<file path="src/rtl/imubq_pkg.sv">
// Shared types and constants for the six-axis IMU biquad low-pass block.
// Used by imubq_cfg, imubq_lane and the top level; no dependencies.
package imubq_pkg;

  localparam int SAMPLE_BITS    = 16;
  localparam int COEF_FRAC_BITS = 16;
  localparam int COEF_BITS      = COEF_FRAC_BITS + 2;
  localparam int FILTERED_AXES  = 6;
  localparam int GROUP_AXES     = 3;
  localparam int NUM_AXES       = 9;
  localparam int CFG_DATA_BITS  = COEF_BITS;
  localparam int CFG_IDX_BITS   = 3;
  localparam int WARM_BITS      = 16;

  typedef logic signed [SAMPLE_BITS-1:0] sample_t;
  typedef logic signed [COEF_BITS-1:0]   coef_t;

  typedef struct packed {
    coef_t b0;
    coef_t a1;
    coef_t a2;
  } coef_set_t;

  typedef struct packed {
    coef_set_t              accel;
    coef_set_t              gyro;
    logic [1:0]             bypass;
    logic [WARM_BITS-1:0]   warmup_length;
  } cfg_t;

  typedef enum logic [CFG_IDX_BITS-1:0] {
    REG_ACCEL_B0  = 3'd0,
    REG_ACCEL_A1  = 3'd1,
    REG_ACCEL_A2  = 3'd2,
    REG_GYRO_B0   = 3'd3,
    REG_GYRO_A1   = 3'd4,
    REG_GYRO_A2   = 3'd5,
    REG_BYPASS    = 3'd6,
    REG_WARMUP    = 3'd7
  } reg_idx_t;

  localparam int BYPASS_ACCEL = 0;
  localparam int BYPASS_GYRO  = 1;

endpackage

</file>
<file path="src/rtl/imubq_cfg.sv">
// Configuration register file: coefficient sets, bypass mask, warm-up length.
// Depends on imubq_pkg.
module imubq_cfg (
  input  logic                                 clk,
  input  logic                                 rst,
  input  logic                                 cfg_we,
  input  logic [imubq_pkg::CFG_IDX_BITS-1:0]   cfg_index,
  input  logic [imubq_pkg::CFG_DATA_BITS-1:0]  cfg_data,
  output imubq_pkg::cfg_t                      cfg
);
  import imubq_pkg::*;

  cfg_t cfg_q;
  coef_t coef_in;

  assign coef_in = coef_t'(cfg_data[COEF_BITS-1:0]);
  assign cfg = cfg_q;

  always_ff @(posedge clk) begin
    if (rst) begin
      cfg_q.accel         <= '0;
      cfg_q.gyro          <= '0;
      cfg_q.bypass        <= 2'b11;
      cfg_q.warmup_length <= '0;
    end else if (cfg_we) begin
      unique case (reg_idx_t'(cfg_index))
        REG_ACCEL_B0: cfg_q.accel.b0 <= coef_in;
        REG_ACCEL_A1: cfg_q.accel.a1 <= coef_in;
        REG_ACCEL_A2: cfg_q.accel.a2 <= coef_in;
        REG_GYRO_B0:  cfg_q.gyro.b0  <= coef_in;
        REG_GYRO_A1:  cfg_q.gyro.a1  <= coef_in;
        REG_GYRO_A2:  cfg_q.gyro.a2  <= coef_in;
        REG_BYPASS:   cfg_q.bypass   <= cfg_data[1:0];
        REG_WARMUP:   cfg_q.warmup_length <= cfg_data[WARM_BITS-1:0];
        default:      cfg_q <= cfg_q;
      endcase
    end
  end

endmodule

</file>
<file path="config.mk">
export PLATFORM = sky130hd
export DESIGN_NAME = imubq_cfg
export DESIGN_NICKNAME = d
export VERILOG_FILES = /design/src/rtl/imubq_pkg.sv /design/src/rtl/imubq_cfg.sv
export SDC_FILE = /design/constraint.sdc
export NUM_CORES = 1
export LEC_CHECK = 0
export BUFFER_PORTS_ARGS = -buffer_cell sky130_fd_sc_hd__buf_2
export CAP_MARGIN = 10
export CORE_MARGIN = 2
export CORE_UTILIZATION = 25
export CTS_BUF_LIST = sky130_fd_sc_hd__clkbuf_4 sky130_fd_sc_hd__clkbuf_8
export CTS_CLUSTER_SIZE = 24
export DETAILED_ROUTE_END_ITERATION = 10
export GPL_ROUTABILITY_DRIVEN = 0
export GPL_TIMING_DRIVEN = 1
export PLACE_DENSITY = 0.56
export SYNTH_ARGS = -nofsm -noshare
export SYNTH_HDL_FRONTEND = slang
export SYNTH_SLANG_ARGS = --single-unit
</file>
<file path="constraint.sdc">
create_clock -name clk -period 3.15 [get_ports clk]
set_input_delay 0.63 -clock clk [delete_from_list [all_inputs] [get_ports clk]]
set_output_delay 0.63 -clock clk [all_outputs]
set_load 0.01 [all_outputs]
</file>
==> impl_metrics.ini <==
[outcome]
status = finished clean

[finish]
fin_cells = 861
drive_above_1_share_pct = 32.0
layout_common_cells = 148 x buf_2, 142 x nand2b_1, 126 x mux2i_1, 126 x dfxtp_1, 20 x clkbuf_8
multi_input_area_sq_um = 2270
final_common_cell = buf_2
n_fill_cell = 2005
area_growth_pct = 28.9
largest_register_ffs = 126
num_antenna_cells = 0
finalNetCount = 607
layout.area.seq_sq_um = 2520

[pwr]
intPower_w = 0.00267
clkPwrFrac_pct = 45.8
combPwrFrac_pct = 6.8
swShare_pct = 23.1
leakage_nw = 3.34
power.total_w = 0.00348
power_density_nw_per_um2 = 545
max-vdd-ir-drop_uv = 211
switchingPower_w = 0.000802
pwr-share-seq_pct = 47.4

[logic_synthesis]
synthAdderAreaFrac_pct = 0
synthMuxAreaShare_pct = 25.5
syn_area_per_cell_sq_um = 11.3
synth-simple-area-share_pct = 20.0
ys_types = 17
synth_xor_area_share_pct = 0
syn_nets = 464
synth_compound_area_share_pct = 0
yosysWarningCount = 0
synth_cells = 440
synth_top_area_share_pct = 50.9
synth-seq-cells = 126
netlist_area_sq_um = 4950
synth_area_leaders = dfxtp_1 51%, mux2i_1 25%, nand2b_1 18%, buf_2 1.2%, clkbuf_1 1.2%
synth_top_family_by_area = multiplexers
yosys.area.top_type = dfxtp_1
yosysSeqAreaShare_pct = 50.9

[sta]
tightest_slew_ns = 0.874
skew_ns = 0
rsz0062_at_grt = false
setup_viol = 0
fmax_mhz = 624
fin_crit_ns = 1.60
drv_slew = 0
hold_viol = 0
relSlewSlack_pct = 40.9
post-route-period-util_pct = 50.9
finalSetupTns_ns = 0

[critical_path]
crit_path_end_kind = flop
cp_slowest_stage_delay_ns = 0.50
required_ns = 3.45
cp_max_fo = 90
critPathKind = primary input to flop
path_common_cell = buf_4
crit_start = rst
crit_chain = buf_4 -> buf_4 -> nand2b_1 -> mux2i_1
r2r_start = cfg[90]
cp.arrival_ns = 1.90
crit_slowest_cell = buf_4
cp-start-kind = primary input

[floorplan]
start_util_pct = 25.4
rows = 51
die_w_um = 145
coreArea_sq_um = 19500
io_pins = 150
die_h_um = 145
die_area_sq_um = 20900

[clock_network]
cts_buffer_depth = 2
cts.sinks = 126
cts_resized = 0
cts.reportedPaths.clkPinSlew_ns = 0.07
numCtsBuffers = 17
post_cts_buffers = 0
insertion_delay_ns = 0.42
cts.root.buffer_cell = clkbuf_8
cts.hold.buffers_added = 0
tritoncts = built
cts.htree.levels = 4

[hold_path]
min_from = cfg[95]
holdCritPathClass = flop to flop

[grt]
grt_max_degree = 91
grt_pass1_vias = 3473
grt_overflow = 0
antenna_found_initial = 0
grt_pass1_wl_um = 20100
track_usage_pct = 13.1

[route]
wl_per_cell_um = 15.7
drtIter0Drc = 98
drc = 0
ant_nets = 0
via_per_inst = 4.14
dr.pass1.iters = 4
routed_wl_um = 13500
vias = 3568

[placement]
io_buffers = 149
post-dp-hpwl_um = 9490
dpl.cell_count = 829

[run]
drv_cap = 0
-- power by group through the flow --
stage | sequential, W | combinational (W) | clock (W)
floorplan | 0.00170 | 0.000132 | 0
global placement | 0.00168 | 0.000238 | 0
detailed placement | 0.00168 | 0.000243 | 0
CTS | 0.00165 | 0.000243 | 0.00165
global route | 0.00165 | 0.000259 | 0.00172
finish | 0.00165 | 0.000236 | 0.00159
-- routing by layer --
metal	global-route usage [%]	vias to the layer above	share of wire, %	wire length (um)
met1	16.9	1710	48	6440
met3	3.72	13	4.6	627
met5	0	-	0	0
li1	-	1751	-	-
met4	5.77	0	1.7	233
met2	20.4	94	46	6230
-- cell families (layout without fill, tap and decap cells) --
| family | Yosys count | after routing |
|---|---|---|
| AND/OR/NAND/NOR | 155 | 155 |
| multiplexers | 126 | 126 |
| buffers and inverters | 33 | 189 |
| flip-flops | 126 | 126 |
-- layout make-up --
cell class / count / area share, %
flip-flops and latches: 126 / 39.5
multi-input cells: 281 / 35.6
repair buffers: 157 / 12.7
well taps: 265 / 5.20
clock buffers: 22 / 4.55
clock inverters: 10 / 2.49
-- metrics by stage --
step / cell area (sq um) / hold WS, ns / util, % / worst slack (ns)
after floorplan: 4950 / 0.493 / - / 1.35
after global placement: 5930 / 0.459 / 30.5 / 1.14
after detailed placement: 5930 / 0.458 / 30.5 / 1.08
after CTS: 6380 / 0.441 / 32.8 / 1.54
after global routing: 6380 / 0.439 / 32.8 / 1.46
final: 6380 / 0.474 / 32.8 / 1.55
-- critical path: cells and delay by family --
family                 cells  cell delay, ns
buffers and inverters      2            0.95
AND/OR/NAND/NOR            1            0.17
multiplexers               1            0.07
-- worst paths after layout --
path / endpoint / slack, ns / cells after the start
min reg2reg: cfg[95] / 0.47 / 2
max: cfg[8] / 1.55 / 4
min: cfg[95] / 0.47 / 2
max reg2reg: cfg[90] / 2.52 / 2
-- synthesized netlist by cell type --
master	instances
clkbuf_2	1
dfxtp_1	126
mux2i_1	126
nand2b_1	142
nand4bb_1	2
buf_12	1
buf_6	2
nand4b_1	2
buf_2	12
nor4b_1	1
or4b_4	1
nor4bb_1	1
buf_4	1
clkbuf_1	16
nand4_1	1
nor2_1	4
and4b_1	1
No activity file was read; power rests on OpenSTA's default activity.
