File: src/rtl/imubq_pkg.sv
// Shared types and constants for the six-axis IMU biquad low-pass block.
// Used by imubq_cfg, imubq_lane and the top level; no dependencies.
package imubq_pkg;

  localparam int SAMPLE_BITS    = 16;
  localparam int COEF_FRAC_BITS = 16;
  localparam int COEF_BITS      = COEF_FRAC_BITS + 2;
  localparam int FILTERED_AXES  = 6;
  localparam int GROUP_AXES     = 3;
  localparam int NUM_AXES       = 9;
  localparam int CFG_DATA_BITS  = COEF_BITS;
  localparam int CFG_IDX_BITS   = 3;
  localparam int WARM_BITS      = 16;

  typedef logic signed [SAMPLE_BITS-1:0] sample_t;
  typedef logic signed [COEF_BITS-1:0]   coef_t;

  typedef struct packed {
    coef_t b0;
    coef_t a1;
    coef_t a2;
  } coef_set_t;

  typedef struct packed {
    coef_set_t              accel;
    coef_set_t              gyro;
    logic [1:0]             bypass;
    logic [WARM_BITS-1:0]   warmup_length;
  } cfg_t;

  typedef enum logic [CFG_IDX_BITS-1:0] {
    REG_ACCEL_B0  = 3'd0,
    REG_ACCEL_A1  = 3'd1,
    REG_ACCEL_A2  = 3'd2,
    REG_GYRO_B0   = 3'd3,
    REG_GYRO_A1   = 3'd4,
    REG_GYRO_A2   = 3'd5,
    REG_BYPASS    = 3'd6,
    REG_WARMUP    = 3'd7
  } reg_idx_t;

  localparam int BYPASS_ACCEL = 0;
  localparam int BYPASS_GYRO  = 1;

endpackage

File: src/rtl/imubq_lane.sv
// One direct-form-1 biquad lane: history registers and the sum of products.
// Depends on imubq_pkg.
module imubq_lane (
  input  logic                 clk,
  input  logic                 rst,
  input  logic                 clear,
  input  logic                 advance,
  input  logic                 pass,
  input  imubq_pkg::coef_set_t coef,
  input  imubq_pkg::sample_t   x,
  output imubq_pkg::sample_t   y
);
  import imubq_pkg::*;

  localparam int SUM_W = SAMPLE_BITS + 2;
  localparam int ACC_W = SUM_W + COEF_BITS + 2;
  localparam logic signed [ACC_W-1:0] HALF   = ACC_W'(1) <<< (COEF_FRAC_BITS - 1);
  localparam logic signed [ACC_W-1:0] SAT_HI = (ACC_W'(1) <<< (SAMPLE_BITS - 1)) - ACC_W'(1);
  localparam logic signed [ACC_W-1:0] SAT_LO = ~SAT_HI;

  sample_t x1, x2, y1, y2;

  logic signed [SUM_W-1:0] tap_sum;
  logic signed [ACC_W-1:0] b0_w, a1_w, a2_w, sum_w, y1_w, y2_w;
  logic signed [ACC_W-1:0] p0, p1, p2, acc, shifted;
  sample_t filt;

  // b1 = 2*b0 and b2 = b0 fold the feed-forward taps into one product
  assign tap_sum = SUM_W'(x) + (SUM_W'(x1) <<< 1) + SUM_W'(x2);

  assign b0_w  = ACC_W'(coef.b0);
  assign a1_w  = ACC_W'(coef.a1);
  assign a2_w  = ACC_W'(coef.a2);
  assign sum_w = ACC_W'(tap_sum);
  assign y1_w  = ACC_W'(y1);
  assign y2_w  = ACC_W'(y2);

  assign p0 = b0_w * sum_w;
  assign p1 = a1_w * y1_w;
  assign p2 = a2_w * y2_w;

  // round half up, then clamp to the sample range
  assign acc     = p0 - p1 - p2 + HALF;
  assign shifted = acc >>> COEF_FRAC_BITS;

  always_comb begin
    priority if (shifted > SAT_HI) begin
      filt = SAMPLE_BITS'(SAT_HI);
    end else if (shifted < SAT_LO) begin
      filt = SAMPLE_BITS'(SAT_LO);
    end else begin
      filt = SAMPLE_BITS'(shifted);
    end
  end

  assign y = pass ? x : filt;

  always_ff @(posedge clk) begin
    if (rst || clear) begin
      x1 <= '0;
      x2 <= '0;
      y1 <= '0;
      y2 <= '0;
    end else if (advance) begin
      x2 <= x1;
      x1 <= x;
      y2 <= y1;
      y1 <= y;
    end
  end

endmodule

File: config.mk
export PLATFORM = sky130hd
export DESIGN_NAME = imubq_lane
export DESIGN_NICKNAME = d
export VERILOG_FILES = /design/src/rtl/imubq_pkg.sv /design/src/rtl/imubq_lane.sv
export SDC_FILE = /design/constraint.sdc
export NUM_CORES = 2
export LEC_CHECK = 0
export BUFFER_PORTS_ARGS = -buffer_cell sky130_fd_sc_hd__buf_4
export CORE_ASPECT_RATIO = 0.7
export CORE_UTILIZATION = 50
export CTS_CLUSTER_SIZE = 10
export DETAILED_ROUTE_END_ITERATION = 10
export GPL_TIMING_DRIVEN = 0
export PLACE_DENSITY = 0.76
export SLEW_MARGIN = 30
export SYNTH_ARGS = -nofsm -noshare
export SYNTH_HDL_FRONTEND = slang
export SYNTH_SLANG_ARGS = --single-unit
export TNS_END_PERCENT = 100
File: constraint.sdc
create_clock -name clk -period 17.23 [get_ports clk]
set_input_delay 3.446 -clock clk [delete_from_list [all_inputs] [get_ports clk]]
set_output_delay 3.446 -clock clk [all_outputs]
set_load 0.01 [all_outputs]
==> flow_summary.ini <==
[run_status]
status = finished with violations
violations = setup timing

[place]
hpwl_um = 99870
port_buffers = 88
globalplace.congestion = 1.011
dp_cells = 5136

[timing]
hold_viol_final = 0
fin_crit_ns = 18.15
holdWs_ns = 0.5029
setup_ws_ns = -0.9215
finalSetupViolCount = 16
slew_viol_final = 0
max_freq_ghz = 0.05509
rsz0062_at_grt = true
slew_headroom_pct = 34.99
clock_skew_ns = 0.01646
period_share_pct = 105.3
worstMarginPinSlew_ns = 0.9752

[drt]
first_pass_iters = 5
vias = 27660
vias_per_cell = 5.298
drt_iter0_markers = 2225
drt-wirelength-per-cell_um = 21.91
drc = 0
drt-total-wl_um = 114400
ant_nets = 0

[floorplanning]
start_util_pct = 50.46
io_pins = 91
rows = 85
die_w_um = 335.0
die_height_um = 235.1
dieArea_um2 = 78740
core-area_um2 = 76890

[worst_hold_path]
min_path_cells = 2
hp-class = reg2reg
holdPathEnd = x2[0]$_SDFFE_PP0P_
hold_path_startpoint = x2[0]$_SDFFE_PP0P_

[grt]
grt_usage_pct = 30.70
first_global_vias = 30370
antenna_found_initial = 9
grt_max_degree = 19
grt_pass1_wl_um = 179300
gr-total-overflow = 0

[synth]
yosysUniqueCellTypes = 76
ys.flop_type = dfxtp_1
ys_seq_elements = 64
yosysSeqAreaShare_pct = 3.302
syn_area_um2 = 38800
synthCells = 3995
synthArstFlopShare_pct = 0
avgSynthCellArea_um2 = 9.713
syn-num-nets = 5406
synth_edf_count = 0
yosysWarnings = 0

[run]
drv_cap = 0

[setup_path]
reg2reg_slack_ns = 5.57
cpMaxStageDelayCell = fa_1
critPathMostFrequentCell = fa_1
critPathKind = in2out
critPathBufInv = 13
end_kind = output pin
max_stage_delay_ns = 0.56
r2r-start = x2[1]$_SDFFE_PP0P_
reg2regPathDepth = 45
worst_path_dominant_cell_family = adder cells
worst_setup_path_start_kind = input port
worstPathArrival_ns = 14.71
r2r-end = y1[6]$_SDFFE_PP0P_
crit_path_max_fanout = 10
crit_required_ns = 13.78

[cts]
ctsRootBufferMaster = clkbuf_16
clk_latency_ns = 0.37
cts_tree = built
htreeDepth = 3
cts_sinks = 64
cts.clk_slew.worst_paths_ns = 0.05
cts_buffer_depth = 2
cts_buffers = 9
hold_buffers = 0

[final_layout]
nNetsFinal = 5578
layoutNonFillerInstCount = 5220
layout-drive-gt1-share_pct = 8.797
area_growth_pct = 10.17
## flip-flops by register name (all words and copies together), names as in the netlist
signal / count
x1: 16
y2: 16
x2: 16
y1: 16
## timing repair
item                       CTS  global route
buffers inserted            49            19
setup endpoints to repair   16            16
pin swaps                   97            51
cloned                       1             0
resized for setup          165            36
## area by class of cell
type / instances / area, µm²
multi-input combinational: 2664 / 33500
timing repair buffer: 166 / 1398
antenna: 4 / 10.01
tap: 1044 / 1306
buffer: 147 / 713.2
clock buffer: 9 / 225.2
fill: 6618 / 34140
sequential: 64 / 1281
clock inverter: 7 / 127.6
inverter: 1115 / 4188
## synthesized netlist by cell type, drive strengths merged, types with 2 or more instances
cell | instances | area [µm²]
and2 | 515 | 3224
buf | 4 | 27.52
a2bb2oi | 7 | 73.82
o211ai | 2 | 15.01
a22o | 7 | 61.31
nand3 | 13 | 65.06
a31oi | 2 | 12.51
o2111ai | 2 | 17.52
and3 | 9 | 66.31
a21oi | 59 | 332.8
fa | 1102 | 22060
inv | 1115 | 4185
o21ai | 43 | 219.0
a2111oi | 2 | 42.54
or2 | 9 | 56.31
or3 | 2 | 12.51
mux2i | 48 | 480.5
dfxtp | 64 | 1281
o31ai | 2 | 15.01
o21bai | 6 | 45.04
clkbuf | 147 | 583.1
xor2 | 12 | 105.1
nand2 | 353 | 1328
nor2b | 48 | 300.3
xnor2 | 38 | 340.3
nor4 | 3 | 33.78
a21o | 12 | 90.09
o21a | 6 | 45.04
nand4 | 6 | 43.79
ha | 234 | 2928
nand4b | 3 | 41.29
nand2b | 9 | 56.30
nor2 | 81 | 304.0
nor3 | 5 | 30.03
o211a | 3 | 30.03
o311ai | 2 | 17.52
## kinds of logic after synthesis
| group | Yosys count | synth area share, % |
|---|---|---|
| fa+ha+maj | 1336 | 64.40 |
| buf+inv | 1267 | 12.44 |
| mux | 48 | 1.238 |
| flops | 64 | 3.302 |
| simple gates | 1059 | 14.41 |
| compound gates | 171 | 3.054 |
| xor+xnor | 50 | 1.148 |
## worst max path at each step
| stage | endpoint | from | cells after the start | slack (ns) |
|---|---|---|---|---|
| after global routing | y[10] | x[1] | 48 | -1.16 |
| after floorplan | y[0] | x[1] | 44 | 0.03 |
| after global placement | y[11] | x[1] | 45 | -2.97 |
| after detailed placement | y[9] | x[1] | 45 | -2.95 |
| final | y[7] | x[1] | 45 | -0.92 |
| after CTS | y[9] | x[1] | 47 | -0.73 |
## metal layers
| metal | up-vias | GRT usage, % | wire length, µm |
|---|---|---|---|
| met5 | - | 0.9726 | 114 |
| met4 | 4 | 9.091 | 4202 |
| met2 | 1390 | 45.35 | 49770 |
| li1 | 11690 | - | - |
| met1 | 14380 | 42.98 | 45510 |
| met3 | 191 | 10.16 | 14780 |
## worst min-delay path, cell delays in order (launching register included)
cell     delay, ns
dfxtp_1       0.33
mux2i_1       0.07
nor2_1        0.07
## per-stage QoR
step	util (%)	cell area, µm²	setup TNS, ns	setup WS (ns)
6_report	55.60	42750	-14.01	-0.9215
5_1_grt	55.58	42740	-18.04	-1.164
4_1_cts	55.23	42470	-10.96	-0.7296
3_5_place_dp	53.29	40980	-45.18	-2.948
3_3_place_gp	53.02	40770	-45.57	-2.973
2_1_floorplan	-	38800	0	0.03244
## placed cells by master, fill, tap and decap left out, drive strengths merged, types with 5 or more instances in the layout
cell type / count
xnor2: 38
clkbuf: 150
inv: 1117
nor2: 81
buf: 171
a21oi: 59
a21o: 12
fa: 1102
nor2b: 48
ha: 234
a22o: 7
o21ai: 43
nor3: 5
nand2: 353
o21a: 6
xor2: 12
nand3: 13
nand4: 6
a2bb2oi: 7
mux2i: 48
and3: 9
or2: 9
dfxtp: 64
o21bai: 6
nand2b: 9
and2: 515
Power is not shown: default switching activity piles up to over one toggle a cycle in this logic, so the estimate is an artifact.
